==> src/rtl/core/vtp_pkg.sv <==
package vtp_pkg;

    localparam int unsigned DEF_SCREEN_W = 640;
    localparam int unsigned DEF_SCREEN_H = 480;
    localparam int unsigned SCREEN_MAX   = 4096;

    localparam int unsigned CFG_N     = 8;
    localparam int unsigned CFG_SEL_W = $clog2(CFG_N);
    localparam int unsigned CFG_IDX_W = 8;

    // divider operand widths, sized for the largest viewport
    localparam int unsigned NUM_W   = 62;
    localparam int unsigned DEN_W   = 34;
    localparam int unsigned QB      = 32;
    localparam int unsigned DIV_LAT = QB + 3;

    localparam int unsigned QUEUE_D = 4;

    typedef logic signed [31:0] q16_t;

    typedef struct packed {
        q16_t x;
        q16_t y;
        q16_t z;
        q16_t w;
        logic last;
    } clip_t;

    typedef struct packed {
        q16_t w;
        logic outside;
        logic wz;
        logic last;
    } meta_t;

    localparam q16_t Q16_MAX = 32'sh7FFF_FFFF;
    localparam q16_t Q16_MIN = 32'sh8000_0000;

    localparam logic [63:0] CFG_RESET [CFG_N] = '{
        64'h0000_0000_0001_0000, 64'h0,
        64'h0001_0000_0000_0000, 64'h0,
        64'h0,                   64'h0000_0000_0001_0000,
        64'h0,                   64'h0001_0000_0000_0000
    };

    function automatic q16_t sat32(input logic signed [65:0] v);
        if (v > 66'sd2147483647) begin
            return Q16_MAX;
        end else if (v < -66'sd2147483648) begin
            return Q16_MIN;
        end
        return v[31:0];
    endfunction

endpackage

==> src/rtl/core/vtp_queue.sv <==
module vtp_queue (
    input  logic           aclk,
    input  logic           aresetn,
    input  logic           push,
    input  vtp_pkg::clip_t push_item,
    input  logic           pop,
    output vtp_pkg::clip_t pop_item,
    output logic           full,
    output logic           empty
);

    localparam int unsigned PW = $clog2(vtp_pkg::QUEUE_D);
    localparam int unsigned CW = $clog2(vtp_pkg::QUEUE_D + 1);

    vtp_pkg::clip_t mem_reg [vtp_pkg::QUEUE_D];
    logic [PW-1:0]  wr_reg, rd_reg;
    logic [CW-1:0]  cnt_reg, cnt_next;

    assign full     = cnt_reg == CW'(vtp_pkg::QUEUE_D);
    assign empty    = cnt_reg == '0;
    assign pop_item = mem_reg[rd_reg];

    always_comb begin
        cnt_next = cnt_reg;
        if (push && !pop) begin
            cnt_next = cnt_reg + CW'(1);
        end else if (pop && !push) begin
            cnt_next = cnt_reg - CW'(1);
        end
    end

    always_ff @(posedge aclk) begin
        if (!aresetn) begin
            wr_reg  <= '0;
            rd_reg  <= '0;
            cnt_reg <= '0;
        end else begin
            cnt_reg <= cnt_next;
            if (push) begin
                wr_reg <= wr_reg + PW'(1);
            end
            if (pop) begin
                rd_reg <= rd_reg + PW'(1);
            end
        end
    end

    always_ff @(posedge aclk) begin
        if (push) begin
            mem_reg[wr_reg] <= push_item;
        end
    end

endmodule

==> config.mk <==
export PLATFORM = sky130hd
export DESIGN_NAME = vtp_queue
export DESIGN_NICKNAME = d
export VERILOG_FILES = /design/src/rtl/core/vtp_pkg.sv /design/src/rtl/core/vtp_queue.sv
export SDC_FILE = /design/constraint.sdc
export NUM_CORES = 1
export LEC_CHECK = 0
export ABC_AREA = 1
export ABC_CLOCK_PERIOD_IN_PS = 4900
export BUFFER_PORTS_ARGS = -buffer_cell sky130_fd_sc_hd__buf_4
export CAP_MARGIN = 20
export CORE_MARGIN = 3
export CORE_UTILIZATION = 30
export CTS_CLUSTER_SIZE = 30
export DETAILED_ROUTE_END_ITERATION = 6
export HOLD_SLACK_MARGIN = 0.15
export PLACE_DENSITY_LB_ADDON = 0.05
export REMOVE_ABC_BUFFERS = 1
export SETUP_SLACK_MARGIN = 0.15
export SYNTH_ARGS = -nofsm -noshare
export SYNTH_HDL_FRONTEND = slang
export SYNTH_SLANG_ARGS = --single-unit
==> constraint.sdc <==
create_clock -name aclk -period 4.9 [get_ports aclk]
set_input_delay 0.98 -clock aclk [delete_from_list [all_inputs] [get_ports aclk]]
set_output_delay 0.98 -clock aclk [all_outputs]
set_load 0.005 [all_outputs]
* Word-level counts from Yosys, hierarchy flattened *
Memories as Yosys holds them, arrays and structs flattened. A register that Yosys moved wholly into a read port is not among the register bits.
Cells that the tools add are included.

word-level totals
  logic and storage cells = 21
  output and inout port bits = 131
  input port bits = 133
  memories kept = 1
  bits in registers = 7
  RAM bits = 516

memory list
  memory   words  width  rd ports  clocked after memory_dff  write ports  line             RTL
  mem_reg  4      129    1         1                         1            vtp_queue.sv:15  vtp_pkg::clip_t mem_reg [vtp_pkg::QUEUE_D];

cells by class
  $add $sub $neg = 4
  reduce and logical (&&, ||, !) cells = 6
  muxes and demuxes = 6
  eq/ne operators = 1

operators by type and width
  kind                 number
  $mux 3               2
  $add 2x1->2 const B  2
  $mux 2               2
  $add 3x1->3 const B  1
  $eq 3x3->1 const B   1
  $logic_not 3->1      1
  $sub 3x1->3 const B  1
  $logic_and 1x1->1    2
  $logic_not 1->1      2
  $mux 1               2
  $reduce_bool 2->1    1

* Logic depth before layout (Yosys ltp) *
Gate-level depths: netlist of the first run.

  depth in word-level cells = 4
  depth in mapped cells = 10
  mapped depth without buffers = 10

* Worst setup path before layout of the first run *
Ideal clock, no wire load.

  kind = input-to-reg
  start point = input push
  end point = memory mem_reg[2][0] (netlist bit) (enable)
  stages on the path = 2
  data required time = 4.418 ns
  setup time = 0.482 ns
  buffers on the path = 0
  arrival time = 3.499 ns
  path slack = 0.920 ns
  cell sequence = nand2_1 inv_1

between the ends
  cells in the longest elaborated chain, start to end = 2

RTL lines
  item                          line             RTL
  start: declaration            vtp_queue.sv:4   input logic push,
  $mux 1                        vtp_queue.sv:49  if (push) begin
  $mux 1 (not written as such)  vtp_queue.sv:50  mem_reg[wr_reg] <= push_item;
  end: declaration              vtp_queue.sv:15

Every way passes these cells.

==> results of run 1 <==
-- synthesized netlist by cell type (2+ instances only) --
master	number	area share (%)
o21ai_0	170	4.4
nor2_1	263	5.0
o21ai_1	94	2.4
ha_1	5	0.32
clkbuf_1	33	0.63
nor3_1	2	0.051
clkbuf_2	6	0.15
buf_4	22	0.84
nand2_1	9	0.17
a21oi_1	4	0.10
inv_1	16	0.31
buf_6	17	0.98
buf_2	6	0.15
edfxtp_1	516	79
o22ai_1	129	4.1
dfxtp_1	9	0.92
-- power groups by stage --
stage / clock network, mW / registers (mW) / logic, mW
global placement: 0 / 5.29 / 0.986
finish: 4.15 / 5.19 / 0.951
detailed placement: 0 / 5.29 / 0.989
global route: 4.48 / 5.21 / 1.06
CTS: 4.29 / 5.20 / 0.991
floorplan: 0 / 5.32 / 0.372
-- cells by family (layout without fill, tap and decap cells) --
group	after synthesis	count (layout)	share of synthesized area (%)
compound gates	397	397	11.0
simple gates	276	276	5.33
buf+inv	101	406	3.10
fa+ha+maj	6	6	0.422
other cells	0	1	0
flops	525	525	80.2
-- worst paths after layout --
kind | to | slack [ps] | depth (start not counted)
worst max-delay path | pop_item[73] | 1000 | 5
worst min-delay path | flip-flop | 430 | 1
worst max register to register | mem_reg[2][97]$_DFFE_PP_ | 2700 | 5
worst min register to register | flip-flop | 430 | 1
-- cell usage in the layout (no fill, tap or decap) --
master     count
edfxtp_1     516
buf_4        276
nor2_1       263
o21ai_0      170
o22ai_1      129
o21ai_1       94
clkbuf_16     61
clkbuf_1      18
clkinv_1      15
inv_1         11
nand2_1        9
dfxtp_1        7
clkinv_2       6
buf_12         6
ha_1           5
clkbuf_8       5
inv_6          4
a21oi_1        4
nor3_1         2
dfxtp_4        2
bufinv_16      2
diode_2        1
inv_8          1
inv_4          1
nand3_1        1
nand4_1        1
fa_1           1
-- metrics by stage --
step / hold slack (ps) / setup TNS (ps)
2_1_floorplan: 412 / -379370
3_3_place_gp: 422 / 0
3_5_place_dp: 425 / 0
4_1_cts: 434 / 0
5_1_grt: 450 / 0
6_report: 432 / 0
-- layer usage --
layer  vias up  GRT usage, %  wire (um)
met5         -             0         45
met4         6          3.34        864
met3        71          3.88       2920
met2       235          23.4      24200
met1      5727          19.7      22800
li1       5468             -          -
-- layout make-up --
cell class | count | area (um^2)
diodes | 1 | 2.50
clock buffers | 84 | 1660
well taps | 846 | 1060
repair buffers | 282 | 2190
multi-input cells | 679 | 3270
clock inverters | 23 | 146
inverters | 17 | 93.8
flip-flops and latches | 525 | 15700
fillers | 6158 | 39700
==> metrics.md, run 1 <==
| Metric | Value |
|---|---|
| Status | complete, no violations |
| VDD IR max | roughly 0.23 mV |
| Site Rows | 92 |
| Yosys cell types | 20 |
| EDFF count, synth | about 520 |
| Leak | 8.26 nW |
| Core Area | 0.0638 mm^2 |
| Most frequent cell on the critical path | buf_4 |
| Pwr Total | 10.3 mW |
| Number of global-route vias before repair | between 10000 and 15000 |
| Bufs on Longest Clock Path | 3 |
| Wire length of the first global-routing pass | approximately 74000 um |
| Fraction of layout cells with a size suffix above 1 | between 20% and 30% |
| CTS Sinks | between 500 and 600 |
| Slew Limit Fails | 0 |
| ANT nets after route | 0 |
| Maximum clock frequency | 0.256 GHz |
| Worst skew pair latency | approximately 600 ps |
| Post-DP Area | ~0.022 mm^2 |
| Critical register-to-register path startpoint | wr_reg[0]$_SDFFE_PN0P_ |
| Startpoint type of the worst setup path | flip-flop |
| Worst Tran Pin Value | approximately 920 ps |
| Postcts setup bufs | 0 |
| Ys flop type | edfxtp_1 |
| Chip height | between 200 and 300 um |
| Vias per cell | 4.68 |
| Htree depth | 2 |
| Min Tclk post-route | 3900 ps |
| Final instance area | 0.0241 mm^2 |
| I/O Pins | between 200 and 300 |
| Die Area | 0.0683 mm^2 |
| Comb power frac | 9.2% |
| Maximum number of pins on one net before global-route repair | ~130 |
| Crit-path slowest cell | dfxtp_4 |
| Worst-path fanout max | approximately 110 |
| Reg clk slew, reported paths | roughly 60 ps |
| Root Buffer | clkbuf_16 |
| RSZ-0062 raised after global routing | false |
| Placer congestion estimate | between 0.6 and 0.7 |
| Gr ovfl total | 0 |
| Min-delay src | rd_reg[1]$_SDFFE_PN0P_ |
| Total wire length | 50900 um |
| Reg power frac | slightly above 50% |
| Sw Share | a little under a quarter |
| Tcrit/Tclk final | between 70% and 80% |
| WL/cell | approximately 21 um |
| # resized after CTS | 0 |
| Max Cap Viol | 0 |
| Final setup fails | 0 |
| Final number of hold-violating endpoints | 0 |
| HP Class | flip-flop to flip-flop |
| Vias | roughly 12000 |
| Cts hold-fix bufs | 0 |
| Crit path DAT | 2920 ps |
| Pwr/cell area | 427 mW/mm^2 |
| Worst setup margin | about 1000 ps |
| Critical path class | flip-flop to output pin |
| CP peak stage delay | 820 ps |
| CTS tree | built |
| Sw Pwr | 2.33 mW |
| Tot GR Track Use | 14.5% |
| Power Internal | ~8.0 mW |
| Synth Cell Area | 0.0196 mm^2 |
| Clock power share | between 40 and 50% |
| DP Wirelength | approximately 28000 um |
| Non-Filler Instances | between 2000 and 2500 |
| Syn Area/Cell | ~15 um^2 |
| Initial antenna violation count | 4 |
| CP bufs+invs | 3 |
| Layout Nets | 1703 |
| Initial Utilization | a little under a third |
| Die Width | around 260 um |
| Register area share after synthesis | between 80% and 90% |
| Cells along the critical path | inv_8, buf_4, o21ai_1, o22ai_1, buf_4 |
| Final core occ | approximately 38% |
| Area grow syn2layout | 23.3% |
| Delay-heaviest family, CP | buffers and inverters |
| IO Port Bufs | 263 |
| Critical path capture point type | output pin |
| Worst Path Required | between 3000 and 4000 ps |
| #FFs+latches synth | 525 |
| DRC | 0 |
| YS warnings | 0 |
| Placed Cells | approximately 2300 |
| Post-Route Skew | roughly 11 ps |
| Largest register FFs | 516 |
| First DRT Iteration DRCs | just under 700 |
| Drt pass-1 iters | 5 |
| Num CTS Buffers | between 50 and 60 |
| Setup WS pre-CTS | 1610 ps |
| Slew headroom | approximately two fifths |
| Post-synth ARST share | 0% |
| Cell count after synthesis | 1305 |
Note: power is estimated with default switching activity, not from simulation.
==> inputs of run 2 (changes only) <==
Settings changed: ABC_CLOCK_PERIOD_IN_PS 4900 to 3950.
Clock period 4.9 ns to 3.95 ns, I/O delays scaled along.
==> run 2 against run 1 <==
- first-iteration DRC count decreased by 26%
- core utilization increased by 0.069 points
- power increased by 23%
- sequential power increased by 24%
- register-to-register slack got worse by 750 ps
- routed wire length about the same
- combinational power increased by 26%
- cell area increased by 0.18%
- global-route usage increased by 0.075 points
- clock power increased by 21%
- count of clock-buffer cells in the layout decreased by 8
- via count increased by 0.61%
- critical endpoint is now pop_item[100]
- largest power group unchanged
- highest routed layer unchanged
==> metrics.md, run 2 (synthesis results as in run 1) <==
| Metric | Value |
|---|---|
| Gr ovfl total | 0 (unchanged) |
| Sw Share | 22.7% (about the same) |
| Commonest non-fill, non-tap cell in the layout | edfxtp_1 (unchanged) |
| ANT nets after route | 0 (unchanged) |
| HP Class | primary input to flip-flop (was flip-flop to flip-flop) |
| Slew Limit Fails | 0 (unchanged) |
| Post-Route Skew | 13.8 ps (was 11.0 ps) |
| Leak | 8.29 nW (was 8.26 nW) |
| WL/cell | 20.7 um (about the same) |
| Maximum clock frequency | 0.305 GHz |
| Tcrit/Tclk final | between 80% and 90% |
| VDD IR max | 0.340 mV (was 0.234 mV) |
| Root Buffer | clkbuf_16 (unchanged) |
| Number of global-route vias before repair | 11743 (was 11302) |
| Site Rows | 92 (unchanged) |
| Sw Pwr | 2.88 mW (was 2.33 mW) |
| Layout Nets | 1708 (was 1703) |
| DRC | 0 (unchanged) |
| CTS Sinks | 525 (unchanged) |
| # resized after CTS | 0 (unchanged) |
| I/O Pins | 264 (unchanged) |
| Worst Path Required | 3160 ps (was 3920 ps) |
| IO Port Bufs | 263 (unchanged) |
| DP Wirelength | 28200 um (was 27600 um) |
| Metal2 WL | 24900 um (was 24200 um) |
| Worst skew pair latency | 600 ps (about the same) |
| Bufs on Longest Clock Path | 3 (unchanged) |
| Power Internal | 9.79 mW (was 7.96 mW) |
| Worst r2r dst | mem_reg[2][74]$_DFFE_PP_ (was mem_reg[2][97]$_DFFE_PP_) |
| Largest register FFs | 516 (unchanged) |
| RSZ-0062 raised after global routing | false (unchanged) |
| Top Layer Used | met5 (unchanged) |
| Postcts setup bufs | 0 (unchanged) |
| Startpoint type of the worst setup path | flip-flop (unchanged) |
| Critical register-to-register path startpoint | wr_reg[0]$_SDFFE_PN0P_ (unchanged) |
| Critical path capture point type | output pin (unchanged) |
| Die Width | 261 um (unchanged) |
| Comb power frac | 9.5% (was 9.2%) |
| CTS tree | built (unchanged) |
| Total wire length | 50900 um (about the same) |
| Min-delay src | push_item[105] (was rd_reg[1]$_SDFFE_PN0P_) |
| Critical path class | flip-flop to output pin (unchanged) |
| Htree depth | 2 (unchanged) |
| Fraction of layout cells with a size suffix above 1 | 23.1% (was 22.6%) |
| Maximum number of pins on one net before global-route repair | 127 (unchanged) |
| Most frequent cells in the layout | 516 x edfxtp_1, 277 x buf_4, 263 x nor2_1, 170 x o21ai_0, 129 x o22ai_1 (was 516 x edfxtp_1, 276 x buf_4, 263 x nor2_1, 170 x o21ai_0, 129 x o22ai_1) |
| Wire length of the first global-routing pass | 75100 um (was 74200 um) |
| Reg power frac | 50.8% (was 50.5%) |
| R2r setup slk | 1950 ps (was 2700 ps) |
| Initial antenna violation count | 2 (was 4) |
| Chip height | 261 um (unchanged) |
| Num CTS Buffers | 58 (was 59) |
| Pwr/cell area | 524 mW/mm^2 (was 427 mW/mm^2) |
| Final core occ | 37.9% (was 37.8%) |
| Min Tclk post-route | 3280 ps |
| Hold-critical path depth | 1 (unchanged) |
| Core Area | 0.0638 mm^2 (unchanged) |
| Area grow syn2layout | 23.5% (was 23.3%) |
| Final instance area | 0.0242 mm^2 (was 0.0241 mm^2) |
| Met1 WL | 21900 um (was 22800 um) |
| Initial Utilization | 30.7% (unchanged) |
| Final setup fails | 0 (unchanged) |
| Slew headroom | 47.7% (was 38.4%) |
| Tot GR Track Use | 14.6% (was 14.5%) |
| Die Area | 0.0683 mm^2 (unchanged) |
| Drt pass-1 iters | 5 (unchanged) |
| Post-DP Area | 0.0224 mm^2 (was 0.0223 mm^2) |
| First DRT Iteration DRCs | 495 (was 673) |
| Status | complete, no violations (unchanged) |
| Hold worst-path end | mem_reg[3][105]$_DFFE_PP_ |
| Vias | 11577 (was 11507) |
| Worst Reg-to-Reg Cells | 5 (unchanged) |
| Met3 routed WL | 3140 um (was 2920 um) |
| Cts hold-fix bufs | 0 (unchanged) |
| Placer congestion estimate | 0.697 (was 0.676) |
| Crit path DAT | 2490 ps (was 2920 ps) |
| Final number of hold-violating endpoints | 0 (unchanged) |
| Worst Tran Pin Value | 785 ps (was 924 ps) |
| Max Cap Viol | 0 (unchanged) |
| Clock power share | 39.7% (was 40.3%) |
| Worst-path fanout max | 126 (was 114) |
| Reg clk slew, reported paths | 60 ps (about the same) |
| Vias per cell | 4.71 (was 4.68) |
==> run 2: worst max path at each step <==
stage,start,end,cells past startpoint
after global routing,flip-flop,pop_item[112],5
final,flip-flop,pop_item[100],4
after CTS,flip-flop,pop_item[33],5
after global placement,flip-flop,pop_item[33],5
after detailed placement,flip-flop,pop_item[33],5
after floorplan,flip-flop,pop_item[0],3
==> run 2: worst max-delay path, stage by stage, from the launching register on <==
cell	delay (ps)
dfxtp_4	600
buf_12	450
o21ai_0	200
o22ai_1	300
buf_4	180
==> run 2: cell type report <==
type	instances	area (um^2)
fill	6164	39600
sequential	525	15700
multi-input combinational	679	3270
timing repair buffer	288	2300
clock buffer	76	1550
tap	846	1060
clock inverter	25	195
inverter	17	93.8
antenna	1	2.50
==> run 2: metal layers <==
metal	global-route usage (%)	vias to the layer above
li1	-	5481
met1	18.7	5785
met2	24.4	235
met3	3.97	74
met4	3.93	2
met5	0	-
==> run 2: power groups by stage <==
| stage | Clock (mW) | Sequential [mW] | Combinational (mW) |
|---|---|---|---|
| 5_1_grt | 5.43 | 6.45 | 1.34 |
| 3_3_place_gp | 0 | 6.55 | 1.25 |
| 6_report | 5.03 | 6.44 | 1.20 |
| 4_1_cts | 5.21 | 6.44 | 1.25 |
| 3_5_place_dp | 0 | 6.55 | 1.25 |
| 2_1_floorplan | 0 | 6.60 | 0.462 |
==> run 2: stage by stage <==
stage	setup slack (ps)	hold slack [ps]	std cells	power [mW]	TNS (ps)
global placement	1260	421	2355	7.80	0
detailed placement	1240	421	2355	7.80	0
floorplan	-3750	412	1221	7.06	-477410
finish	668	387	2457	12.7	0
CTS	565	335	2456	12.9	0
global route	510	347	2456	13.2	0
==> inputs of run 3 (changes only) <==
Settings changed: ABC_CLOCK_PERIOD_IN_PS 3950 to 2700.
Clock period 3.95 ns to 2.7 ns, I/O delays scaled along.
==> run 3 against run 2 <==
- die area unchanged
- core utilization up 3.8 points
- combinational power up 89%
- largest cell class unchanged
- highest routed layer unchanged
==> metrics.md, run 3 (synthesis results as in run 1) <==
| Metric | Value |
|---|---|
| CTS Sinks | 525 (unchanged) |
| Worst Path Required | 2160 ps (was 3160 ps) |
| Hold-critical path depth | 3 (was 1) |
| WL/cell | 21.8 um (was 20.7 um) |
| Pwr/cell area | 719 mW/mm^2 (was 524 mW/mm^2) |
| Worst Tran Pin Value | 504 ps (was 785 ps) |
| Worst setup margin | 180 ps (was 668 ps) |
| DP Wirelength | 28800 um (was 28200 um) |
| Vias | 12219 (was 11577) |
| Final instance area | 0.0266 mm^2 (was 0.0242 mm^2) |
| Crit path DAT | 1980 ps (was 2490 ps) |
| Num CTS Buffers | 58 (unchanged) |
| Vias per cell | 4.65 (was 4.71) |
| Layout Nets | 1877 (was 1708) |
| Critical path capture point type | output pin (unchanged) |
| Chip height | 261 um (unchanged) |
| Number of global-route vias before repair | 12122 (was 11743) |
| Maximum clock frequency | roughly 0.4 GHz |
| Placer congestion estimate | 0.699 (was 0.697) |
| Critical path class | flip-flop to output pin (unchanged) |
| Delay-heaviest family, CP | buffers and inverters (unchanged) |
| Max Cap Viol | 0 (unchanged) |
| Initial Utilization | 30.7% (unchanged) |
| I/O Pins | 264 (unchanged) |
| Gr ovfl total | 0 (unchanged) |
| Tcrit/Tclk final | ~93% |
| Startpoint type of the worst setup path | flip-flop (unchanged) |
| ANT nets after route | 0 (unchanged) |
| Worst-path fanout max | 29 (was 126) |
| Status | complete, no violations (unchanged) |
| TNS Setup | 0 ps (unchanged) |
| Min-delay src | aresetn (was push_item[105]) |
| Crit-path slowest cell | dfxtp_4 (unchanged) |
| Slew headroom | 66.4% (was 47.7%) |
| Most frequent cells in the layout | 516 x edfxtp_1, 274 x buf_4, 263 x nor2_1, 161 x o21ai_0, 129 x dlygate4sd3_1 (was 516 x edfxtp_1, 277 x buf_4, 263 x nor2_1, 170 x o21ai_0, 129 x o22ai_1) |
| Slew Limit Fails | 0 (unchanged) |
| Largest register FFs | 516 (unchanged) |
| HP Class | primary input to flip-flop (unchanged) |
| CP bufs+invs | 4 (was 2) |
| DRC | 0 (unchanged) |
| IO Port Bufs | 263 (unchanged) |
| First DRT Iteration DRCs | 598 (was 495) |
| Root Buffer | clkbuf_16 (unchanged) |
| Htree depth | 2 (unchanged) |
| Final number of hold-violating endpoints | 0 (unchanged) |
| Worst Reg-to-Reg Cells | 5 (unchanged) |
| Reg clk slew, reported paths | 60 ps (about the same) |
| Leak | 9.34 nW (was 8.29 nW) |
| Fraction of layout cells with a size suffix above 1 | 23.9% (was 23.1%) |
| Total wire length | 57300 um (was 50900 um) |
| Worst skew pair latency | 600 ps (about the same) |
| Hold worst-path end | cnt_reg[2]$_SDFFE_PN0P_ (was mem_reg[3][105]$_DFFE_PP_) |
| Critical register-to-register path startpoint | wr_reg[0]$_SDFFE_PN0P_ (unchanged) |
| Tot GR Track Use | 15.8% (was 14.6%) |
| Site Rows | 92 (unchanged) |
| Maximum number of pins on one net before global-route repair | 61 (was 127) |
| Core Area | 0.0638 mm^2 (unchanged) |
| Commonest non-fill, non-tap cell in the layout | edfxtp_1 (unchanged) |
| Area grow syn2layout | 35.9% (was 23.5%) |
| Post-DP Area | 0.0226 mm^2 (was 0.0224 mm^2) |
| Post-Route Skew | 14.7 ps (was 13.8 ps) |
| Wire length of the first global-routing pass | 80000 um (was 75100 um) |
| Final setup fails | 0 (unchanged) |
| CP peak stage delay | 400 ps (was 600 ps) |
| Die Area | 0.0683 mm^2 (unchanged) |
| Bufs on Longest Clock Path | 3 (unchanged) |
| Drt pass-1 iters | 5 (unchanged) |
| Cells along the critical path | buf_12, inv_12, buf_16, o21ai_1, o22ai_1, buf_4 (was buf_12, o21ai_0, o22ai_1, buf_4) |
| Setup WS pre-CTS | 634 ps (was 1240 ps) |
| CTS tree | built (unchanged) |
| VDD IR max | 0.497 mV (was 0.340 mV) |
| Min Tclk post-route | approximately 2500 ps |
| R2r setup slk | 950 ps (was 1950 ps) |
| Initial antenna violation count | 2 (unchanged) |
| Worst r2r dst | mem_reg[2][68]$_DFFE_PP_ (was mem_reg[2][74]$_DFFE_PP_) |
| RSZ-0062 raised after global routing | true (was false) |
| Die Width | 261 um (unchanged) |
run 3: how the worst max path moves through the flow:
stage / start / end / slack [ps] / depth (start not counted)
2_1_floorplan: flip-flop / pop_item[0] / -4750 / 3
3_3_place_gp: flip-flop / pop_item[63] / 630 / 4
3_5_place_dp: flip-flop / pop_item[57] / 630 / 5
4_1_cts: flip-flop / pop_item[32] / 80 / 6
5_1_grt: flip-flop / pop_item[57] / 80 / 6
6_report: flip-flop / pop_item[57] / 180 / 6
run 3: report_power, final:
group,switching [mW],total (mW),internal (mW)
combinational,1.23,2.27,1.05
sequential,0.0752,9.39,9.32
clock,3.07,7.43,4.36
run 3: metrics by stage:
step | hold slack, ps | utilization, % | total power [mW] | cells
global placement | 519 | 35.4 | 11.4 | 2363
global route | 222 | 41.7 | 19.9 | 2627
finish | 240 | 41.7 | 19.1 | 2629
detailed placement | 522 | 35.4 | 11.4 | 2363
floorplan | 412 | - | 10.3 | 1221
CTS | 186 | 41.1 | 19.3 | 2612
run 3: per-layer routing:
metal  wire (um)  track usage, %  vias to the layer above
li1            -               -                     5838
met1       26100            21.5                     6070
met2       27700            26.2                      236
met3        2470            2.99                       73
met4        1040            3.82                        2
met5          15               0                        -
run 3: cell type report:
cell class              count  area (um^2)
diodes                      2         5.00
clock buffers              76         1580
clock inverters            27          193
fillers                  5984        37200
inverters                  17          123
multi-input cells         679         3370
flip-flops and latches    525        15700
well taps                 846         1060
repair buffers            455         4550
repair inverters            2         20.0
run 3: worst reg2reg max path, cell delays in order, from the launching register on:
cell     delay [ps]
dfxtp_1         330
inv_1           120
ha_1            150
nand2_1         100
inv_6           340
buf_4           380
run 3: repair_timing:
item / in CTS / in global routing
gates resized for setup: 36 / 32
hold buffers: 129 / 0
setup endpoints to repair: 127 / 105
setup buffers: 7 / 5
cloned: 10 / 10
pin swaps: 1 / 4
endpoints found under the hold margin: 516 / 0
